--- src/sv/gss_pkg.sv ---
// ----------------------------------------------------------------------------
// Gate schedule start time - shared types and constants
// Field widths, datapath widths, register codes and the records passed
// between the front end, the queue and the back end.
// ----------------------------------------------------------------------------
package gss_pkg;

	localparam int SEC_W   = 48;            // seconds field width
	localparam int NS_W    = 30;            // nanoseconds field width
	localparam int ADV_W   = 26;            // time advance in ns
	localparam int NUM_W   = 32;            // cycle numerator / denominator
	localparam int DSEC_W  = SEC_W - 1;     // past distance, seconds
	localparam int TOT_W   = DSEC_W + NS_W; // past distance, ns
	localparam int X_W     = TOT_W + NUM_W + 1; // scaled distance plus rounding
	localparam int DVS_W   = NUM_W + NS_W;  // numerator times one second in ns
	localparam int BN_W    = 2 * NUM_W;     // remainder times numerator
	localparam int M_W     = NUM_W + NS_W;  // fraction remainder times 1e9
	localparam int FIFO_DEPTH = 4;
	localparam int FIFO_AW    = 2;

	localparam logic [NS_W-1:0] NS_PER_S = 30'd1000000000;

	// configuration register indexes
	localparam logic [2:0] CFG_NUM      = 3'd0;
	localparam logic [2:0] CFG_DEN      = 3'd1;
	localparam logic [2:0] CFG_USE_ROWS = 3'd2;
	localparam logic [2:0] CFG_ROWS     = 3'd3;
	localparam logic [2:0] CFG_SPEED    = 3'd4;
	localparam logic [2:0] CFG_PERIOD   = 3'd5;

	// link speed codes; the spare code runs like the ten megabit one
	localparam logic [1:0] SPEED_1G   = 2'd0;
	localparam logic [1:0] SPEED_100M = 2'd1;
	localparam logic [1:0] SPEED_10M  = 2'd2;
	localparam logic [1:0] SPEED_RSVD = 2'd3;

	// derived configuration, recomputed every cycle from the registers
	typedef struct packed {
		logic [ADV_W-1:0] adv;
		logic [NUM_W-1:0] num;
		logic [NUM_W-1:0] den;
		logic [DVS_W-1:0] dvs;
		logic [DVS_W-1:0] dvs_m1;
		logic             skip;
	} cfg_t;

	// classified request, front end to back end
	typedef struct packed {
		logic              past;
		logic              adj;
		logic [SEC_W-1:0]  ss;
		logic [NS_W-1:0]   sn;
		logic [SEC_W-1:0]  nsec;
		logic [DSEC_W-1:0] dsec;
		logic [NS_W-1:0]   dns;
	} rec_t;

	// fields that ride along the back-end pipeline
	typedef struct packed {
		logic             vld;
		logic             past;
		logic             adj;
		logic [SEC_W-1:0] ss;
		logic [NS_W-1:0]  sn;
		logic [SEC_W-1:0] nsec;
	} side_t;

endpackage

--- src/sv/gss_front.sv ---
// ----------------------------------------------------------------------------
// Gate schedule start time - front end
// Normalizes the request, forms base minus advance and classifies it
// against the current time.
// ----------------------------------------------------------------------------
module gss_front (
	input  logic                    clk,
	input  logic                    arst_n,
	input  gss_pkg::cfg_t           cfg,
	input  logic                    in_valid,
	output logic                    in_stall,
	input  logic [47:0]             base_seconds,
	input  logic [29:0]             base_nanoseconds,
	input  logic [47:0]             now_seconds,
	input  logic [29:0]             now_nanoseconds,
	input  logic                    full,
	output logic                    push,
	output gss_pkg::rec_t           rec
);
	import gss_pkg::*;

	logic             v_s1, v_s2;
	logic [SEC_W-1:0] bs_s1, ns_s1;
	logic [NS_W-1:0]  bn_s1, nn_s1;
	logic [SEC_W-1:0] ss_s2, nsec_s2;
	logic [NS_W-1:0]  sn_s2, nn_s2;
	logic             rdy1, rdy2;

	logic             bn_hi, nn_hi, bor, nb, past;
	logic [NS_W-1:0]  bn_n, nn_n, adv30, sn_c, dns_c;
	logic [SEC_W-1:0] step, ss_c, nsec_c, d_c;

	assign rdy2     = !v_s2 || !full;
	assign rdy1     = !v_s1 || rdy2;
	assign in_stall = !rdy1;
	assign push     = v_s2 && !full;

	// stage 1 -> 2: normalize, subtract the advance
	assign bn_hi  = bn_s1 >= NS_PER_S;
	assign bn_n   = bn_hi ? bn_s1 - NS_PER_S : bn_s1;
	assign adv30  = NS_W'(cfg.adv);
	assign bor    = bn_n < adv30;
	assign sn_c   = bor ? bn_n + NS_PER_S - adv30 : bn_n - adv30;
	assign step   = (bn_hi && !bor) ? SEC_W'(1) : ((bor && !bn_hi) ? '1 : '0);
	assign ss_c   = bs_s1 + step;
	assign nn_hi  = nn_s1 >= NS_PER_S;
	assign nn_n   = nn_hi ? nn_s1 - NS_PER_S : nn_s1;
	assign nsec_c = ns_s1 + SEC_W'(nn_hi);

	// stage 2: order against now, distance to now
	assign d_c   = nsec_s2 - ss_s2;
	assign past  = (d_c != '0 && !d_c[SEC_W-1]) || (d_c == '0 && sn_s2 <= nn_s2);
	assign nb    = nn_s2 < sn_s2;
	assign dns_c = nb ? nn_s2 + NS_PER_S - sn_s2 : nn_s2 - sn_s2;

	always_comb begin
		rec.past = past;
		rec.adj  = past && !cfg.skip;
		rec.ss   = ss_s2;
		rec.sn   = sn_s2;
		rec.nsec = nsec_s2;
		rec.dsec = DSEC_W'(d_c - SEC_W'(nb));
		rec.dns  = dns_c;
	end

	always_ff @(posedge clk or negedge arst_n) begin
		if (!arst_n) begin
			v_s1 <= 1'b0;
			v_s2 <= 1'b0;
		end else begin
			if (rdy1) v_s1 <= in_valid;
			if (rdy2) v_s2 <= v_s1;
		end
	end

	always_ff @(posedge clk) begin
		if (rdy1 && in_valid) begin
			bs_s1 <= base_seconds;
			bn_s1 <= base_nanoseconds;
			ns_s1 <= now_seconds;
			nn_s1 <= now_nanoseconds;
		end
		if (rdy2 && v_s1) begin
			ss_s2   <= ss_c;
			sn_s2   <= sn_c;
			nsec_s2 <= nsec_c;
			nn_s2   <= nn_n;
		end
	end

endmodule

--- config.mk ---
export PLATFORM = sky130hd
export DESIGN_NAME = gss_front
export DESIGN_NICKNAME = d
export VERILOG_FILES = /design/src/sv/gss_pkg.sv /design/src/sv/gss_front.sv
export SDC_FILE = /design/constraint.sdc
export NUM_CORES = 1
export LEC_CHECK = 0
export BUFFER_PORTS_ARGS = -buffer_cell sky130_fd_sc_hd__buf_4
export CAP_MARGIN = 15
export CORE_MARGIN = 5
export CORE_UTILIZATION = 35
export DETAILED_ROUTE_END_ITERATION = 10
export PLACE_DENSITY = 0.68
export SLEW_MARGIN = 10
export SYNTH_ARGS = -nofsm -noshare
export SYNTH_HDL_FRONTEND = slang
export SYNTH_SLANG_ARGS = --single-unit
--- constraint.sdc ---
create_clock -name clk -period 30.4 [get_ports clk]
set_input_delay 7.6 -clock clk [delete_from_list [all_inputs] [get_ports clk]]
set_output_delay 7.6 -clock clk [all_outputs]
set_load 0.03 [all_outputs]
# Yosys cells after proc, flatten, opt, wreduce, memory -nomap -nowiden

Cells that the tools add are included.

Register bits after elaboration: 314
Input bits: 375
Output and inout bits: 207
Logic and storage cells: 54

Add/sub/neg operators: 12
Order comparisons: 5
Mux-type cells: 6
Reduce and logical (&&, ||, !) cells: 21

Operator list:

| kind                     | count |
|---|---|
| $mux W30                 | 4 |
| $mux W48                 | 2 |
| $add A30 B30 Y30 const B | 2 |
| $ge A30 B30 Y1 const B   | 2 |
| $sub A30 B26 Y30         | 2 |
| $sub A30 B30 Y30         | 2 |
| $sub A30 B30 Y30 const B | 2 |
| $add A48 B1 Y48          | 1 |
| $add A48 B48 Y48         | 1 |
| $logic_not A48 Y1        | 1 |
| $reduce_bool A48 Y1      | 1 |
| $sub A48 B48 Y48         | 1 |
| $sub A47 B1 Y47          | 1 |
| $le A30 B30 Y1           | 1 |
| $lt A30 B26 Y1           | 1 |
| $lt A30 B30 Y1           | 1 |
| $logic_and A1 B1 Y1      | 8 |
| $logic_not A1 Y1         | 8 |
| $logic_or A1 B1 Y1       | 3 |

# Depth between registers and ports, before layout

Depth in word-level cells: 7
Mapped depth: 47
Mapped depth without buffers: 38

# Worst setup path before layout

OpenSTA, ideal clock, no wires.

Kind: input-to-reg
Start: input full
End: register nn_s2[0], enable pin
Setup time: 0.911 ns
Arrival time: 18.815 ns
Data required time: 29.489 ns
Path slack: 10.674 ns
Cell stages on the path: 1
Path buffers: 0
Cells stage by stage: a21boi_0

Cells in the longest elaborated chain, start to end: 3

Ends and longest elaborated chain:

| item                 | RTL line        | text |
|---|---|---|
| start, declared      | gss_front.sv:16 | `input logic full,` |
| $logic_not A1 Y1     | gss_front.sv:33 | `assign rdy2 = !v_s2 \|\| !full;` |
| $logic_or A1 B1 Y1   | gss_front.sv:33 |  |
| $logic_and A1 B1 Y1  | gss_front.sv:83 | `if (rdy2 && v_s1) begin` |
| end signal, assigned | gss_front.sv:87 | `nn_s2 <= nn_n;` |
| end, declared        | gss_front.sv:26 | `logic [NS_W-1:0] sn_s2, nn_s2;` |

No other way between the ends.
A chain may end at the register's enable or synchronous reset.

# Worst setup path in the final report

Start: input full
End: output in_stall

Cells in the longest elaborated chain, start to end: 4

Ends and longest elaborated chain:

| item               | RTL line        | text |
|---|---|---|
| $logic_not A1 Y1   | gss_front.sv:33 |  |
| $logic_or A1 B1 Y1 | gss_front.sv:33 |  |
| $logic_or A1 B1 Y1 | gss_front.sv:34 | `assign rdy1 = !v_s1 \|\| rdy2;` |
| $logic_not A1 Y1   | gss_front.sv:35 | `assign in_stall = !rdy1;` |
| end, declared      | gss_front.sv:11 | `output logic in_stall,` |

No other way between the ends.

==> run summary <==
Status: finished, final reports clean
Max Fclk: 63.9 MHz
Post-Syn Area: 25500 um2
DRC: 0
EDFF count, synth: 312
Slew Limit Fails: 0
Critical path data required time: 22.80 ns
RSZ-0062 raised after global routing: no
Crit Path Category: in -> out
Slew headroom: 0.290
Total track usage: 0.190
Input/output buffers: 393
Worst-Margin Slew: 1.06 ns
Crit-path leading delay family: buffers and inverters
Hold Buf Count CTS: 0
Mapped Cells: 2779
Yosys top cell by area: edfxtp_1
Pwr dens: 60.0 nW/um2
CTS buffer count: 39
Buffers & Inverters on Critical Path: 3
Core Region: 72600 um2
Initial core utilization: 0.351
Vias in the first global route: 19738
Setup TNS: 0 ns
Top cell by count, worst path: buf_4
CP Max Fanout: 4
CTS root buf: clkbuf_16
DR iter-0 viols: 1877
CTS tree: done
Congestion Overflow GR: 0
CTS Sinks: 314
Share of cells above drive strength 1: 0.161
Worst-skew pair later-pin latency: 0.58 ns
Worst Setup Start Kind: input port
Syn-to-layout area delta: 20.3%
I/O pins: 582
Die W: 280 um
Syn nets: 3383
Global-route wire length before repair: 117 mm
CP arrival: 8.05 ns
Leak Pwr: 12.8 nW
Seq/Total Area, Yosys: 0.369
Post-CTS setup buffers: 0
Multi-input gate area: 14600 um2
Fin crit period: 15.65 ns
Post-CTS Resized: 0
Fin util: 0.423
Main flop type after synthesis: edfxtp_1
Synth warn: 0
Finish-stage setup viols: 0
Async set-reset flop share out of synthesis: 0.00637
Final Cycle Share: 0.515
Post-synthesis register bit count: 314
Crit path max-delay cell type: buf_4
Max H-tree Level: 2
Final Wtd Congestion: 0.922
Via Count: 21265
# nets final: 3726
Cell Chain, Critical Path: buf_4 -> nand3_1 -> inv_1 -> buf_4
CP endpoint kind: output pin
Die H: 280 um
Area contributors post-synth: edfxtp_1 (37%), ha_1 (9.5%), xnor2_1 (7.3%)
Register area: 9420 um2
Final HPWL DP: 63.9 mm
CTS max path bufs: 3
Post-route ant nets: 0
Max-cap violations: 0
Delay of the slowest cell on the worst path: 0.16 ns
Initial antenna violation count: 6
Final-report hold violation count: 0
Clock transition at path regs: 0.06 ns
Min-Delay Path Class: reg -> reg
Vias per cell: 5.17
Peak supply drop: 0.0000583 V
DR WL/cell: 19.0 um
Drt first pass iters: 5
Area share of the largest cell type after synthesis: 0.367
Largest net degree at the start of global routing: 81
Fillcell total: 7167
Die ar.: 78400 um2
Row cnt: 99
Post-Route WL: 78.3 mm
Netlist cell types: 105
Clock Skew: 0.0542 ns
Synth Area per Inst: 9.18 um2
==> cells in the final DEF (no fill, tap or decap), types with 41 or more instances in the layout <==
cell and instances:
buf_4 401, edfxtp_1 312, inv_1 290, nor2_1 233, nand2_1 215, xnor2_1 212, ha_1 192, a21oi_1 175
o21ai_0 152, xor2_1 111, nand3_1 70, nor3_1 63, a21o_1 44, and3_1 41
==> kinds of logic after synthesis <==
kind of cell / count (synthesis) / synth area share
flip-flops: 314 / 0.369
buffers and inverters: 391 / 0.0584
XOR/XNOR: 324 / 0.112
AND/OR/NAND/NOR: 863 / 0.169
multiplexers: 13 / 0.00525
adder cells (fa/ha/maj): 229 / 0.123
AO/OA/AOI/OAI: 645 / 0.164
==> where the power goes <==
part           internal [mW]  total (mW)  leakage, nW  switching, mW
logic                  0.302       0.798         9.14          0.495
registers              0.526       0.568         3.02         0.0428
clock network          0.279       0.475        0.643          0.196
total                   1.11        1.84         12.8          0.734
==> metal layers <==
| metal | track usage | vias to the layer above | routed length [um] |
|---|---|---|---|
| met3 | 0.0298 | 105 | 5050 |
| met5 | 0 | - | 35 |
| li1 | - | 10559 | - |
| met2 | 0.275 | 713 | 32100 |
| met4 | 0.0506 | 6 | 2400 |
| met1 | 0.294 | 9882 | 38700 |
==> cell type report <==
type | count | share of cell area
multi-input combinational | 2074 | 0.477
sequential | 314 | 0.307
timing repair buffer | 401 | 0.0981
tap | 959 | 0.0391
inverter | 292 | 0.0357
clock buffer | 44 | 0.0331
clock inverter | 28 | 0.00994
antenna | 4 | 0.000326
==> state kept, by name (all words and copies together) (netlist names) <==
register,count
bs_s1,48
sn_s2,30
nsec_s2,48
ns_s1,48
bn_s1,30
ss_s2,48
v_s1,1
v_s2,1
nn_s1,30
nn_s2,30
==> path summary, 6_finish.rpt <==
check	from	endpoint	slack (ns)	cells after the start
min	nn_s1[4]	nn_s2[4]	0.41	0
max reg2reg	bn_s1[9]	ss_s2[46]	20.30	34
max	full	in_stall	14.75	4
max in group asynchronous	arst_n	v_s1	23.50	1
min reg2reg	nn_s1[4]	nn_s2[4]	0.41	0
min in group asynchronous	arst_n	v_s1	6.82	1
==> stage by stage <==
| stage | setup slack [ns] | instance area (um2) | power [mW] | hold WS [ns] | std cells |
|---|---|---|---|---|---|
| floorplan | 10.67 | 25500 | 1.11 | 0.400 | 2779 |
| global placement | 14.76 | 29400 | 1.36 | 0.402 | 4040 |
| detailed placement | 14.75 | 29400 | 1.37 | 0.406 | 4040 |
| CTS | 14.75 | 30700 | 1.85 | 0.416 | 4112 |
| global route | 14.71 | 30700 | 1.95 | 0.429 | 4113 |
| finish | 14.75 | 30700 | 1.84 | 0.414 | 4116 |
==> Yosys cell counts, drive strengths merged, types with 29 or more instances <==
library cell  number
edfxtp           312
inv              290
nor2             234
nand2            215
xnor2            213
ha               193
a21oi            176
o21ai            155
xor2             111
clkbuf            75
nand3             71
nor3              64
a21o              45
and3              42
fa                36
nand4             36
a31oi             32
nor2b             32
or3               32
o21bai            31
nand2b            29
No activity file was read; power rests on OpenSTA's default activity.
