## src/sv/gss_pkg.sv

```systemverilog
// ----------------------------------------------------------------------------
// Gate schedule start time - shared types and constants
// Field widths, datapath widths, register codes and the records passed
// between the front end, the queue and the back end.
// ----------------------------------------------------------------------------
package gss_pkg;

	localparam int SEC_W   = 48;            // seconds field width
	localparam int NS_W    = 30;            // nanoseconds field width
	localparam int ADV_W   = 26;            // time advance in ns
	localparam int NUM_W   = 32;            // cycle numerator / denominator
	localparam int DSEC_W  = SEC_W - 1;     // past distance, seconds
	localparam int TOT_W   = DSEC_W + NS_W; // past distance, ns
	localparam int X_W     = TOT_W + NUM_W + 1; // scaled distance plus rounding
	localparam int DVS_W   = NUM_W + NS_W;  // numerator times one second in ns
	localparam int BN_W    = 2 * NUM_W;     // remainder times numerator
	localparam int M_W     = NUM_W + NS_W;  // fraction remainder times 1e9
	localparam int FIFO_DEPTH = 4;
	localparam int FIFO_AW    = 2;

	localparam logic [NS_W-1:0] NS_PER_S = 30'd1000000000;

	// configuration register indexes
	localparam logic [2:0] CFG_NUM      = 3'd0;
	localparam logic [2:0] CFG_DEN      = 3'd1;
	localparam logic [2:0] CFG_USE_ROWS = 3'd2;
	localparam logic [2:0] CFG_ROWS     = 3'd3;
	localparam logic [2:0] CFG_SPEED    = 3'd4;
	localparam logic [2:0] CFG_PERIOD   = 3'd5;

	// link speed codes; the spare code runs like the ten megabit one
	localparam logic [1:0] SPEED_1G   = 2'd0;
	localparam logic [1:0] SPEED_100M = 2'd1;
	localparam logic [1:0] SPEED_10M  = 2'd2;
	localparam logic [1:0] SPEED_RSVD = 2'd3;

	// derived configuration, recomputed every cycle from the registers
	typedef struct packed {
		logic [ADV_W-1:0] adv;
		logic [NUM_W-1:0] num;
		logic [NUM_W-1:0] den;
		logic [DVS_W-1:0] dvs;
		logic [DVS_W-1:0] dvs_m1;
		logic             skip;
	} cfg_t;

	// classified request, front end to back end
	typedef struct packed {
		logic              past;
		logic              adj;
		logic [SEC_W-1:0]  ss;
		logic [NS_W-1:0]   sn;
		logic [SEC_W-1:0]  nsec;
		logic [DSEC_W-1:0] dsec;
		logic [NS_W-1:0]   dns;
	} rec_t;

	// fields that ride along the back-end pipeline
	typedef struct packed {
		logic             vld;
		logic             past;
		logic             adj;
		logic [SEC_W-1:0] ss;
		logic [NS_W-1:0]  sn;
		logic [SEC_W-1:0] nsec;
	} side_t;

endpackage

```

## src/sv/gss_fifo.sv

```systemverilog
// ----------------------------------------------------------------------------
// Gate schedule start time - request queue
// Short queue of classified requests between front and back end.
// ----------------------------------------------------------------------------
module gss_fifo (
	input  logic          clk,
	input  logic          arst_n,
	input  logic          push,
	input  gss_pkg::rec_t wdata,
	input  logic          pop,
	output gss_pkg::rec_t rdata,
	output logic          full,
	output logic          empty
);
	import gss_pkg::*;

	rec_t               mem [0:FIFO_DEPTH-1];
	logic [FIFO_AW-1:0] wr_ptr_q, rd_ptr_q;
	logic [FIFO_AW:0]   cnt_q;

	assign full  = cnt_q == (FIFO_AW+1)'(FIFO_DEPTH);
	assign empty = cnt_q == '0;
	assign rdata = mem[rd_ptr_q];

	always_ff @(posedge clk) begin
		if (push) mem[wr_ptr_q] <= wdata;
	end

	always_ff @(posedge clk or negedge arst_n) begin
		if (!arst_n) begin
			wr_ptr_q <= '0;
			rd_ptr_q <= '0;
			cnt_q    <= '0;
		end else begin
			if (push) wr_ptr_q <= wr_ptr_q + 1'b1;
			if (pop)  rd_ptr_q <= rd_ptr_q + 1'b1;
			if (push && !pop)      cnt_q <= cnt_q + 1'b1;
			else if (pop && !push) cnt_q <= cnt_q - 1'b1;
		end
	end

endmodule

```

## config.mk

```make
export PLATFORM = sky130hd
export DESIGN_NAME = gss_fifo
export DESIGN_NICKNAME = d
export VERILOG_FILES = /design/src/sv/gss_pkg.sv /design/src/sv/gss_fifo.sv
export SDC_FILE = /design/constraint.sdc
export NUM_CORES = 1
export LEC_CHECK = 0
export BUFFER_PORTS_ARGS = -buffer_cell sky130_fd_sc_hd__buf_4
export CORE_MARGIN = 5
export CORE_UTILIZATION = 30
export CTS_CLUSTER_DIAMETER = 30
export DETAILED_ROUTE_END_ITERATION = 6
export PLACE_DENSITY_LB_ADDON = 0.05
export SLEW_MARGIN = 10
export SYNTH_ARGS = -nofsm -noshare
export SYNTH_HDL_FRONTEND = slang
export SYNTH_SLANG_ARGS = --single-unit
```

## constraint.sdc

```tcl
create_clock -name clk -period 6.13 [get_ports clk]
set_clock_uncertainty 0.05 [all_clocks]
set_input_delay 0.613 -clock clk [delete_from_list [all_inputs] [get_ports clk]]
set_output_delay 0.613 -clock clk [all_outputs]
set_load 0.02 [all_outputs]
```

Yosys cells after proc, flatten, opt, wreduce, memory -nomap -nowiden

Memories as Yosys holds them, arrays and structs flattened.
Cells that the tools add are included.

Bits of input ports: 209
RAM bits: 820
Bits in latches: 0
Bits in read-only memories: 0
Bits in registers: 7
Memories: 1

Muxes and demuxes: 4
Divide/modulo/power cells: 0
Order comparisons: 0
Bitwise gates (word level): 0
Shifts and indexed selects: 0
Add/sub/neg operators: 4
$mul: 0
Reductions and logical operators: 6
Equal/unequal tests: 1

Memory list:

| memory | depth | bits a word | read ports | clocked after memory_dff | write ports | line           | source |
|---|---|---|---|---|---|---|---|
| mem    | 4     | 205         | 1          | 0                        | 1           | gss_fifo.sv:17 | `rec_t mem [0:FIFO_DEPTH-1];` |

Operator list:

| cell                | number |
|---|---|
| $mux 3              | 2 |
| $add 2x1->2 const B | 2 |
| $add 3x1->3 const B | 1 |
| $eq 3x3->1 const B  | 1 |
| $logic_not 3->1     | 1 |
| $sub 3x1->3 const B | 1 |
| $logic_and 1x1->1   | 2 |
| $logic_not 1->1     | 2 |
| $mux 1              | 2 |
| $reduce_bool 2->1   | 1 |

Depth between registers and ports, before layout

Gate-level depths: netlist of the first run.

Word-level depth: 4
Gate-level depth with buffers: 7

Worst setup path before layout of the first run

Ideal clock, no wire load.

Path type: flip-flop to flip-flop
Start point: reg wr_ptr_q[0]
End point: mem mem[2][0] (netlist name) (enable)
Arrival time: 5.276 ns
Stages on the path, launching flop included: 4
Buffers on the path: 0
Period minus slack after synthesis: 5.917 ns
Slack: 0.213 ns
Cells stage by stage: dfrtp_1 -> inv_1 -> ha_1 -> and2_1

RTL lines:

| element                  | line           | source |
|---|---|---|
| start: declaration       | gss_fifo.sv:18 | `logic [FIFO_AW-1:0] wr_ptr_q, rd_ptr_q;` |
| start signal: assignment | gss_fifo.sv:35 | `if (push) wr_ptr_q <= wr_ptr_q + 1'b1;` |
| end: declaration         | gss_fifo.sv:17 |  |

No word-level cell before the write port.

==> out/metrics.cfg, run 1 <==
[run_status]
status=finished clean

[synthesis]
synth-seq-cells=827
synth_fa_ha_area_share_pct=0.276
synth_compound_area_share_pct=0.0167
synth_top_family_by_area=multiplexers
netlist_top_cells_area=edfxtp_1, mux4_2, buf_6
synth_xor_area_share_pct=0.175
yosys.area.top_type_share_pct=82.2
synth_fp_nets=1320
synthCells=1105
synthSimpleGateAreaFrac_pct=0.163
yosysWarningCount=0
yosysTopAreaCell=edfxtp_1
avgSynthCellArea_sq_um=27.1
synth_seq_area_share_pct=82.8
synth.distinct_cells=18
synthesis.area_sq_um=30000
yosys-mux-area-fraction_pct=15.5

[cts]
cts-htree-levels=4
cts_made_buffers=200
cts_resized=0
clk_pin_slew_worst_paths_ns=0.04
cts_tree=built
clock_path_buffers=3
clock_sinks=827
cts-root-buf=clkbuf_16
clk_latency_ns=0.73

[route]
drtIter0Drc=671
via_per_inst=4.42
drc_errors=0
via_count=14900
drtPass1Iterations=4
wl_um=73100
ant_nets=0
wl_per_cell_um=21.7

[setup_path]
timing.rr.end=mem[3][50]
crit_type=flop to output port
crit_path_end_kind=output port
critPathLaunchType=flop
slowest_stage=dfrtp_4
cp.required_ns=5.47
path_cells=buf_12 -> mux4_2 -> buf_4
crit_path_max_fanout=65
arrival_ns=3.13
reg2reg_from=wr_ptr_q[0]
max_stage_delay_ns=0.96
reg2reg_depth=3
timing.reg2reg.setup_slack_ns=3.65
critPathTopFamily=flip-flops
crit_buf_inv=2

[hold_path]
hp-class=primary input to flop
min_to=wr_ptr_q[0]
holdPathStages=2
hp-start=push

[global_route]
grt_max_degree=145
grt_pass1_wl_um=109000
grt_pass1_vias=17000
gr-total-overflow=0
grtUsageTotal_pct=13.8
antenna_found_initial=9

[final_layout]
drive_above_1_share_pct=46.3
fin_util_pct=43.6
nNetsFinal=2114
fin_area_sq_um=43400
syn2layout_area_growth_pct=44.9

[floorplan]
fp-row-count=116
fp.coreArea_sq_um=99600
die-area_sq_um=106000
die_w_um=326
initial_core_util_pct=30.1
die_y_um=326
num_io_pins=416

[timing]
clock.fmax_ghz=0.263
finalHoldViolCount=0
grt_setup_unrepaired=false
finalSetupViolCount=0
drv_slew=0
worstMarginPinSlew_ns=1.06
fin_crit_sh_pct=61.9
fin_ws_ns=2.33
hold_slack_ns=0.104
post-route-min-period_ns=3.80
finalSetupTns_ns=0
slew_headroom_pct=29.0

[place]
numPortBuffers=415
gp_congestion=0.665
dp_slack_ns=2.94
placed_area_sq_um=34600
dpl.hpwl_um=40300

[power_and_ir_drop]
worst_ir_drop_vdd_mv=0.458
powerDensity_nw_per_um2=561
leakage_nw=15.2

[job]
drv_cap=0

[registers in the layout, summed over array words and instances, names as in the netlist]
signal,count
rd_ptr_q,2
cnt_q,3
mem,820
wr_ptr_q,2
[synthesized netlist by cell type, drive strengths merged]
| master | number |
|---|---|
| nor3b | 1 |
| mux4 | 205 |
| dfrtp | 7 |
| nor3 | 1 |
| buf | 40 |
| mux2 | 1 |
| nor2 | 1 |
| xnor2 | 2 |
| xor2 | 4 |
| fa | 1 |
| o21ai | 1 |
| and2 | 4 |
| clkbuf | 6 |
| nand2 | 2 |
| inv | 4 |
| ha | 5 |
| edfxtp | 820 |
[kinds of logic (layout without fill, tap and decap cells)]
group	count (synthesis)	count (layout)
buffers and inverters	50	1013
adders and majority gates	6	6
other	0	7
and+or+nand+nor	9	9
muxes	206	206
AOI/OAI and AO/OA	1	1
DFF	827	827
xor gates and xnor gates	6	6
[layer usage]
layer	track usage (%)	part of all wire, %
met5	0	0.0096
met4	5.06	2.3
met3	5.26	7.6
met2	22.5	49
met1	16.8	41
[cell type report]
type                       instances  area (sq um)
multi-input combinational        228          4830
inverter                           4          15.0
fill                            8688         56200
timing repair buffer             638          5410
antenna                            7          17.5
clock inverter                   148          1550
sequential                       827         24800
tap                             1298          1620
clock buffer                     223          5150
[placed cells by master (no fill, tap or decap), types with 8 or more instances in the layout]
| cell type | instances |
|---|---|
| mux4_2 | 205 |
| buf_12 | 8 |
| buf_4 | 423 |
| clkinvlp_4 | 25 |
| clkbuf_16 | 203 |
| dlygate4sd3_1 | 207 |
| clkbuf_1 | 20 |
| clkinv_1 | 36 |
| bufinv_16 | 25 |
| edfxtp_1 | 820 |
| clkinv_2 | 42 |
[worst register-to-register path, stage by stage, from the launching register on]
cell and delay [ns]:
dfrtp_1 0.40, ha_1 0.16, and2_4 0.63, buf_4 0.81
[report_power, final]
group / total [W] / internal, W / switching [W]
Combinational: 0.00645 / 0.00278 / 0.00367
Clock: 0.0102 / 0.00704 / 0.00316
Sequential: 0.00770 / 0.00742 / 0.000278
Total: 0.0243 / 0.0172 / 0.00711
[metrics by stage]
step / cells / power, W
after floorplan: 1105 / 0.0118
after global placement: 2788 / 0.0144
after detailed placement: 2788 / 0.0144
after CTS: 3366 / 0.0249
after global routing: 3368 / 0.0255
final: 3373 / 0.0243
[how the worst max path moves through the flow]
| stage | start | endpoint | slack [ns] | cells past startpoint |
|---|---|---|---|---|
| 4_1_cts | rd_ptr_q[0] | rdata[32] | 2.12 | 3 |
| 6_report | rd_ptr_q[0] | rdata[32] | 2.33 | 3 |
| 3_5_place_dp | rd_ptr_q[0] | rdata[32] | 2.94 | 3 |
| 3_3_place_gp | rd_ptr_q[0] | rdata[32] | 2.91 | 3 |
| 5_1_grt | rd_ptr_q[0] | rdata[32] | 2.04 | 3 |
| 2_1_floorplan | wr_ptr_q[0] | mem[2][0] | 0.21 | 3 |
[timing repair]
item / 4_1_cts / 5_1_grt
setup buffers: 0 / 0
hold buffers: 207 / 0
endpoints found under the hold margin: 828 / 0
(Power assumes the default switching activity.)
==> run 2: changes to the inputs <==
clock period = 3.45 ns   (was 6.13 ns; I/O delays follow)
==> run 2 against run 1 <==
Net effect:
- non-clock buffer count rose by 20
- flip-flop and latch count stayed put
- sequential power rose by 78%
- hold slack improved by 0.20 ns
- combinational power rose by 83%
- largest cell class unchanged
==> out/metrics.cfg, run 2 (synthesis results as in run 1) <==
[setup_path]
arrival_ns=2.77  ; was 3.13 ns
crit_path_end_kind=output port  ; unchanged
reg2reg_depth=4  ; was 3
crit_type=flop to output port  ; unchanged
reg2reg_from=wr_ptr_q[0]  ; unchanged
timing.reg2reg.setup_slack_ns=1.36  ; was 3.65 ns
critPathLaunchType=flop  ; unchanged
timing.rr.end=mem[0][102]  ; was mem[3][50]
crit_path_max_fanout=23  ; was 65
cp.required_ns=3.05  ; was 5.47 ns

[power_and_ir_drop]
leakage_nw=15.4  ; was 15.2 nW
total_power_w=0.0436  ; was 0.0243 W
powerDensity_nw_per_um2=997  ; was 561 nW/um^2
worst_ir_drop_vdd_mv=0.501  ; was 0.458 mV

[hold_path]
min_to=mem[2][199]  ; was wr_ptr_q[0]
holdPathStages=2  ; unchanged
hp-start=wdata[199]  ; was push
hp-class=primary input to flop  ; unchanged

[final_layout]
fin_area_sq_um=43700  ; was 43,400 sq um
most-common-layout-cells=edfxtp_1, buf_4, dlygate4sd3_1  ; unchanged
drive_above_1_share_pct=46.4  ; was 46.3%
fin_util_pct=43.9  ; was 43.6%
largest_register_ff_count=820  ; unchanged
nNetsFinal=2131  ; was 2,114
syn2layout_area_growth_pct=45.9  ; was 44.9%
regMostFlops=mem  ; unchanged
final_common_cell=edfxtp_1  ; unchanged
multi_input_area_sq_um=4830  ; unchanged
top_regs=mem: 820 flops, cnt_q: 3 flops  ; unchanged
n_fill_cell=8685  ; was 8,688
seq_area_sq_um=24800  ; unchanged

[place]
numPortBuffers=415  ; unchanged
dpl.hpwl_um=44300  ; was 40,300 um
dp_slack_ns=0.970  ; was 2.94 ns
gp_congestion=0.668  ; was 0.665
placed_area_sq_um=35000  ; was 34,600 sq um

[timing]
clock.fmax_ghz=0.316
finalSetupViolCount=0  ; unchanged
finalSetupTns_ns=0  ; unchanged
drv_slew=0  ; unchanged
slew_headroom_pct=48.3  ; was 29.0%
finalHoldViolCount=0  ; unchanged
fin_crit_sh_pct=91.6
grt_setup_unrepaired=false  ; unchanged
post-route-min-period_ns=3.16
worstMarginPinSlew_ns=0.775  ; was 1.06 ns
fin_ws_ns=0.289  ; was 2.33 ns

[floorplan]
fp.coreArea_sq_um=99600  ; unchanged
fp-row-count=116  ; unchanged
die_w_um=326  ; unchanged
die-area_sq_um=106000  ; unchanged
initial_core_util_pct=30.1  ; unchanged
die_y_um=326  ; unchanged
num_io_pins=416  ; unchanged

[route]
ant_nets=0  ; unchanged
drc_errors=0  ; unchanged
via_per_inst=4.40  ; was 4.42
wl_um=74700  ; was 73,100 um
via_count=14900  ; about the same
drtPass1Iterations=6  ; was 4
wl_per_cell_um=22.0  ; was 21.7 um
drtIter0Drc=728  ; was 671

[global_route]
grt_pass1_wl_um=111000  ; was 109,000 um
gr-total-overflow=0  ; unchanged
antenna_found_initial=8  ; was 9
grt_max_degree=87  ; was 145
grt_pass1_vias=16800  ; was 17,000
grtUsageTotal_pct=14.1  ; was 13.8%

[cts]
clk_latency_ns=0.73  ; about the same
cts-root-buf=clkbuf_16  ; unchanged
cts_resized=0  ; unchanged
cts_made_buffers=197  ; was 200
clk_pin_slew_worst_paths_ns=0.04  ; about the same
cts-htree-levels=4  ; unchanged
clock_sinks=827  ; unchanged
cts_tree=built  ; unchanged
clock_path_buffers=3  ; unchanged

[run_status]
status=finished clean  ; unchanged

[job]
drv_cap=0  ; unchanged

run 2: cell types whose count changed in the layout (fill, tap and decap cells not counted), sizes merged:
cell / previous run / this run
buf: 431 / 449
clkbuf: 223 / 232
clkinv: 90 / 85
clkinvlp: 25 / 22
diode: 7 / 5
dlygate4sd3: 207 / 209
bufinv: 25 / 24
inv: 12 / 11
run 2: critical path, cell delays in order (launching register included):
cell,delay (ns)
dfrtp_4,0.85
buf_4,0.43
mux4_2,0.56
buf_4,0.18
run 2: layout make-up:
| cell class | instances | area share (%) |
|---|---|---|
| Antenna cell | 5 | 0.0286 |
| Clock buffer | 232 | 11.8 |
| Clock inverter | 138 | 3.44 |
| Inverter | 4 | 0.0344 |
| Multi-Input combinational cell | 228 | 11.0 |
| Sequential cell | 827 | 56.8 |
| Tap cell | 1298 | 3.72 |
| Timing Repair Buffer | 658 | 13.2 |
run 2: where the power goes:
| part | leakage [nW] | internal [W] | total (W) | switching [W] |
|---|---|---|---|---|
| clock | 3.20 | 0.0124 | 0.0180 | 0.00564 |
| combinational | 4.56 | 0.00523 | 0.0118 | 0.00662 |
| sequential | 7.61 | 0.0132 | 0.0137 | 0.000538 |
| total | 15.4 | 0.0308 | 0.0436 | 0.0128 |
run 2: stage by stage:
stage,hold slack [ns],cells
after floorplan,-0.000591,1105
after global placement,0.128,2806
after detailed placement,0.128,2806
after CTS,0.216,3385
after global routing,0.247,3388
final,0.301,3390
run 2: what timing repair did:
item	in CTS	in global routing
hold buffers	209	0
buffers inserted	0	0
hold endpoints to repair	832	0
run 2: routing by layer:
metal  GRT usage (%)  routed length (um)  vias up
met5               0                  37        -
met3            5.75                6010      136
met4            5.18                1680        6
met1            17.2               30500     7768
met2            22.6               36500      457
li1                -                   -     6547
run 2: how the worst max path moves through the flow:
stage,from,endpoint,slack [ns],cells past startpoint
5_1_grt,rd_ptr_q[0],rdata[151],0.06,3
3_5_place_dp,rd_ptr_q[0],rdata[151],0.97,3
3_3_place_gp,rd_ptr_q[0],rdata[200],1.0,3
6_report,rd_ptr_q[0],rdata[151],0.29,3
4_1_cts,rd_ptr_q[0],rdata[151],0.14,3
2_1_floorplan,wr_ptr_q[0],mem[2][0],0.90,3
==> run 3: changes to the inputs <==
CORE_UTILIZATION = 51   (was 30)
==> run 3 against run 2 <==
Net effect:
- final cell count decreased by 19%
- register-to-register slack improved by 0.03 ns
- sequential share of layout area increased by 3.2 points
- cell area decreased by 5.4%
- first-iteration DRC count increased by 23%
- maximum frequency increased by 3.0%
- routed wire length decreased by 12%
- count of clock-buffer cells in the layout decreased by 56
- sequential power about the same
- utilization increased by 27 points
- flip-flop and latch count unchanged
- largest cell class unchanged
- largest power group unchanged
==> out/metrics.cfg, run 3 (synthesis results as in run 1) <==
[final_layout]
largest_register_ff_count=820  ; unchanged
fin_area_sq_um=41300  ; was 43,700 sq um
final_common_cell=edfxtp_1  ; unchanged
syn2layout_area_growth_pct=38.0  ; was 45.9%
drive_above_1_share_pct=44.3  ; was 46.4%
nNetsFinal=2084  ; was 2,131
regMostFlops=mem  ; unchanged
top_regs=mem: 820 flops, cnt_q: 3 flops  ; unchanged
most-common-layout-cells=edfxtp_1, buf_4, dlygate4sd3_1  ; unchanged

[floorplan]
die_y_um=252  ; was 326 um
initial_core_util_pct=51.7  ; was 30.1%
num_io_pins=416  ; unchanged
fp-row-count=88  ; was 116
die_w_um=252  ; was 326 um
die-area_sq_um=63700  ; was 106,000 sq um
fp.coreArea_sq_um=57900  ; was 99,600 sq um

[timing]
slew_headroom_pct=38.5  ; was 48.3%
finalSetupTns_ns=0  ; unchanged
grt_setup_unrepaired=false  ; unchanged
finalSetupViolCount=0  ; unchanged
clock.fmax_ghz=0.326  ; was 0.316 GHz
finalHoldViolCount=0  ; unchanged
drv_slew=0  ; unchanged
hold_slack_ns=0.340  ; was 0.301 ns
post-route-min-period_ns=3.07  ; was 3.16 ns
fin_crit_sh_pct=89.0  ; was 91.6%
worstMarginPinSlew_ns=0.923  ; was 0.775 ns

[setup_path]
crit_path_end_kind=output port  ; unchanged
crit_path_max_fanout=25  ; was 23
slowest_stage=dfrtp_4  ; unchanged
crit_buf_inv=2  ; unchanged
path_cells=buf_12 -> mux4_2 -> buf_4  ; was buf_4 -> mux4_2 -> buf_4
cp.depth=3  ; unchanged
cp.required_ns=3.05  ; about the same
max_stage_delay_ns=0.85  ; about the same
arrival_ns=2.67  ; was 2.77 ns
critPathTopFamily=flip-flops  ; unchanged
reg2reg_depth=4  ; unchanged
timing.reg2reg.setup_slack_ns=1.39  ; was 1.36 ns
critPathLaunchType=flop  ; unchanged
timing.rr.end=mem[1][124]  ; was mem[0][102]
crit_type=flop to output port  ; unchanged
reg2reg_from=wr_ptr_q[1]  ; was wr_ptr_q[0]

[power_and_ir_drop]
total_power_w=0.0393  ; was 0.0436 W
leakage_nw=14.5  ; was 15.4 nW
powerDensity_nw_per_um2=951  ; was 997 nW/um^2
worst_ir_drop_vdd_mv=0.592  ; was 0.501 mV

[route]
drtPass1Iterations=4  ; was 6
drtIter0Drc=893  ; was 728
via_per_inst=5.31  ; was 4.40
drc_errors=0  ; unchanged
ant_nets=0  ; unchanged
via_count=14600  ; was 14,900
wl_um=65400  ; was 74,700 um
wl_per_cell_um=23.7  ; was 22.0 um

[global_route]
grt_pass1_vias=16000  ; was 16,800
antenna_found_initial=7  ; was 8
grt_pass1_wl_um=98900  ; was 111,000 um
grt_max_degree=116  ; was 87
gr-total-overflow=0  ; unchanged
grtUsageTotal_pct=20.7  ; was 14.1%

[job]
drv_cap=0  ; unchanged

[cts]
cts_resized=0  ; unchanged
clock_sinks=827  ; unchanged
cts_made_buffers=150  ; was 197
clock_path_buffers=3  ; unchanged
post_cts_buffers=0  ; unchanged
clk_pin_slew_worst_paths_ns=0.05  ; was 0.04 ns
cts-htree-levels=4  ; unchanged
clk_latency_ns=0.68  ; was 0.73 ns
cts_tree=built  ; unchanged
cts-root-buf=clkbuf_16  ; unchanged

[hold_path]
min_to=mem[2][183]  ; was mem[2][199]
hp-class=primary input to flop  ; unchanged
holdPathStages=2  ; unchanged
hp-start=wdata[183]  ; was wdata[199]

[place]
placed_area_sq_um=34300  ; was 35,000 sq um
numPortBuffers=415  ; unchanged
gp_congestion=0.756  ; was 0.668
dpl.hpwl_um=38700  ; was 44,300 um

[run_status]
status=finished clean  ; unchanged

run 3: cell types whose count changed in the layout (fill, tap and decap cells not counted), sizes merged:
cell / change
clkbuf: -56
clkinv: -22
bufinv: -8
clkinvlp: -8
inv: -4
diode: +2
run 3: through the flow:
step / utilization [%] / worst slack [ns] / std cells
after floorplan: - / 0.902 / 1105
after global placement: 59.2 / 1.04 / 2273
after detailed placement: 59.2 / 1.01 / 2273
after CTS: 71.4 / 0.268 / 2754
after global routing: 71.4 / 0.216 / 2756
final: 71.4 / 0.381 / 2761
run 3: layout make-up:
cell class                 count  area [sq um]
sequential                   827         24800
fill                        3519         16600
timing repair buffer         658          5780
multi-input combinational    228          4830
clock buffer                 176          3890
clock inverter                96          1060
tap                          765           957
antenna                        7          17.5
inverter                       4          15.0
run 3: report_power, final:
part	internal (W)	leakage, nW	switching [W]
clock	0.00926	2.37	0.00473
combinational	0.00524	4.56	0.00632
sequential	0.0132	7.61	0.000619
run 3: worst max-delay path by stage:
| stage | slack, ns | start | to |
|---|---|---|---|
| floorplan | 0.90 | wr_ptr_q[0] | mem[2][0] |
| global placement | 1.04 | rd_ptr_q[0] | rdata[53] |
| detailed placement | 1.01 | rd_ptr_q[0] | rdata[53] |
| CTS | 0.27 | rd_ptr_q[0] | rdata[28] |
| global route | 0.22 | rd_ptr_q[0] | rdata[62] |
| finish | 0.38 | rd_ptr_q[0] | rdata[148] |
run 3: repair_timing:
item / 4_1_cts / 5_1_grt
setup endpoints to repair: 0 / 0
hold buffers: 209 / 0
hold endpoints to repair: 831 / 0
run 3: metal layers:
metal / GRT usage [%] / routed length, um / vias up / part of all wire (%)
met5: 0 / 27 / - / 0.041
met3: 7.14 / 5360 / 111 / 8.2
met2: 32.2 / 32100 / 462 / 49
li1: - / - / 6414 / -
met1: 27.9 / 26300 / 7657 / 40
met4: 7.48 / 1600 / 4 / 2.4
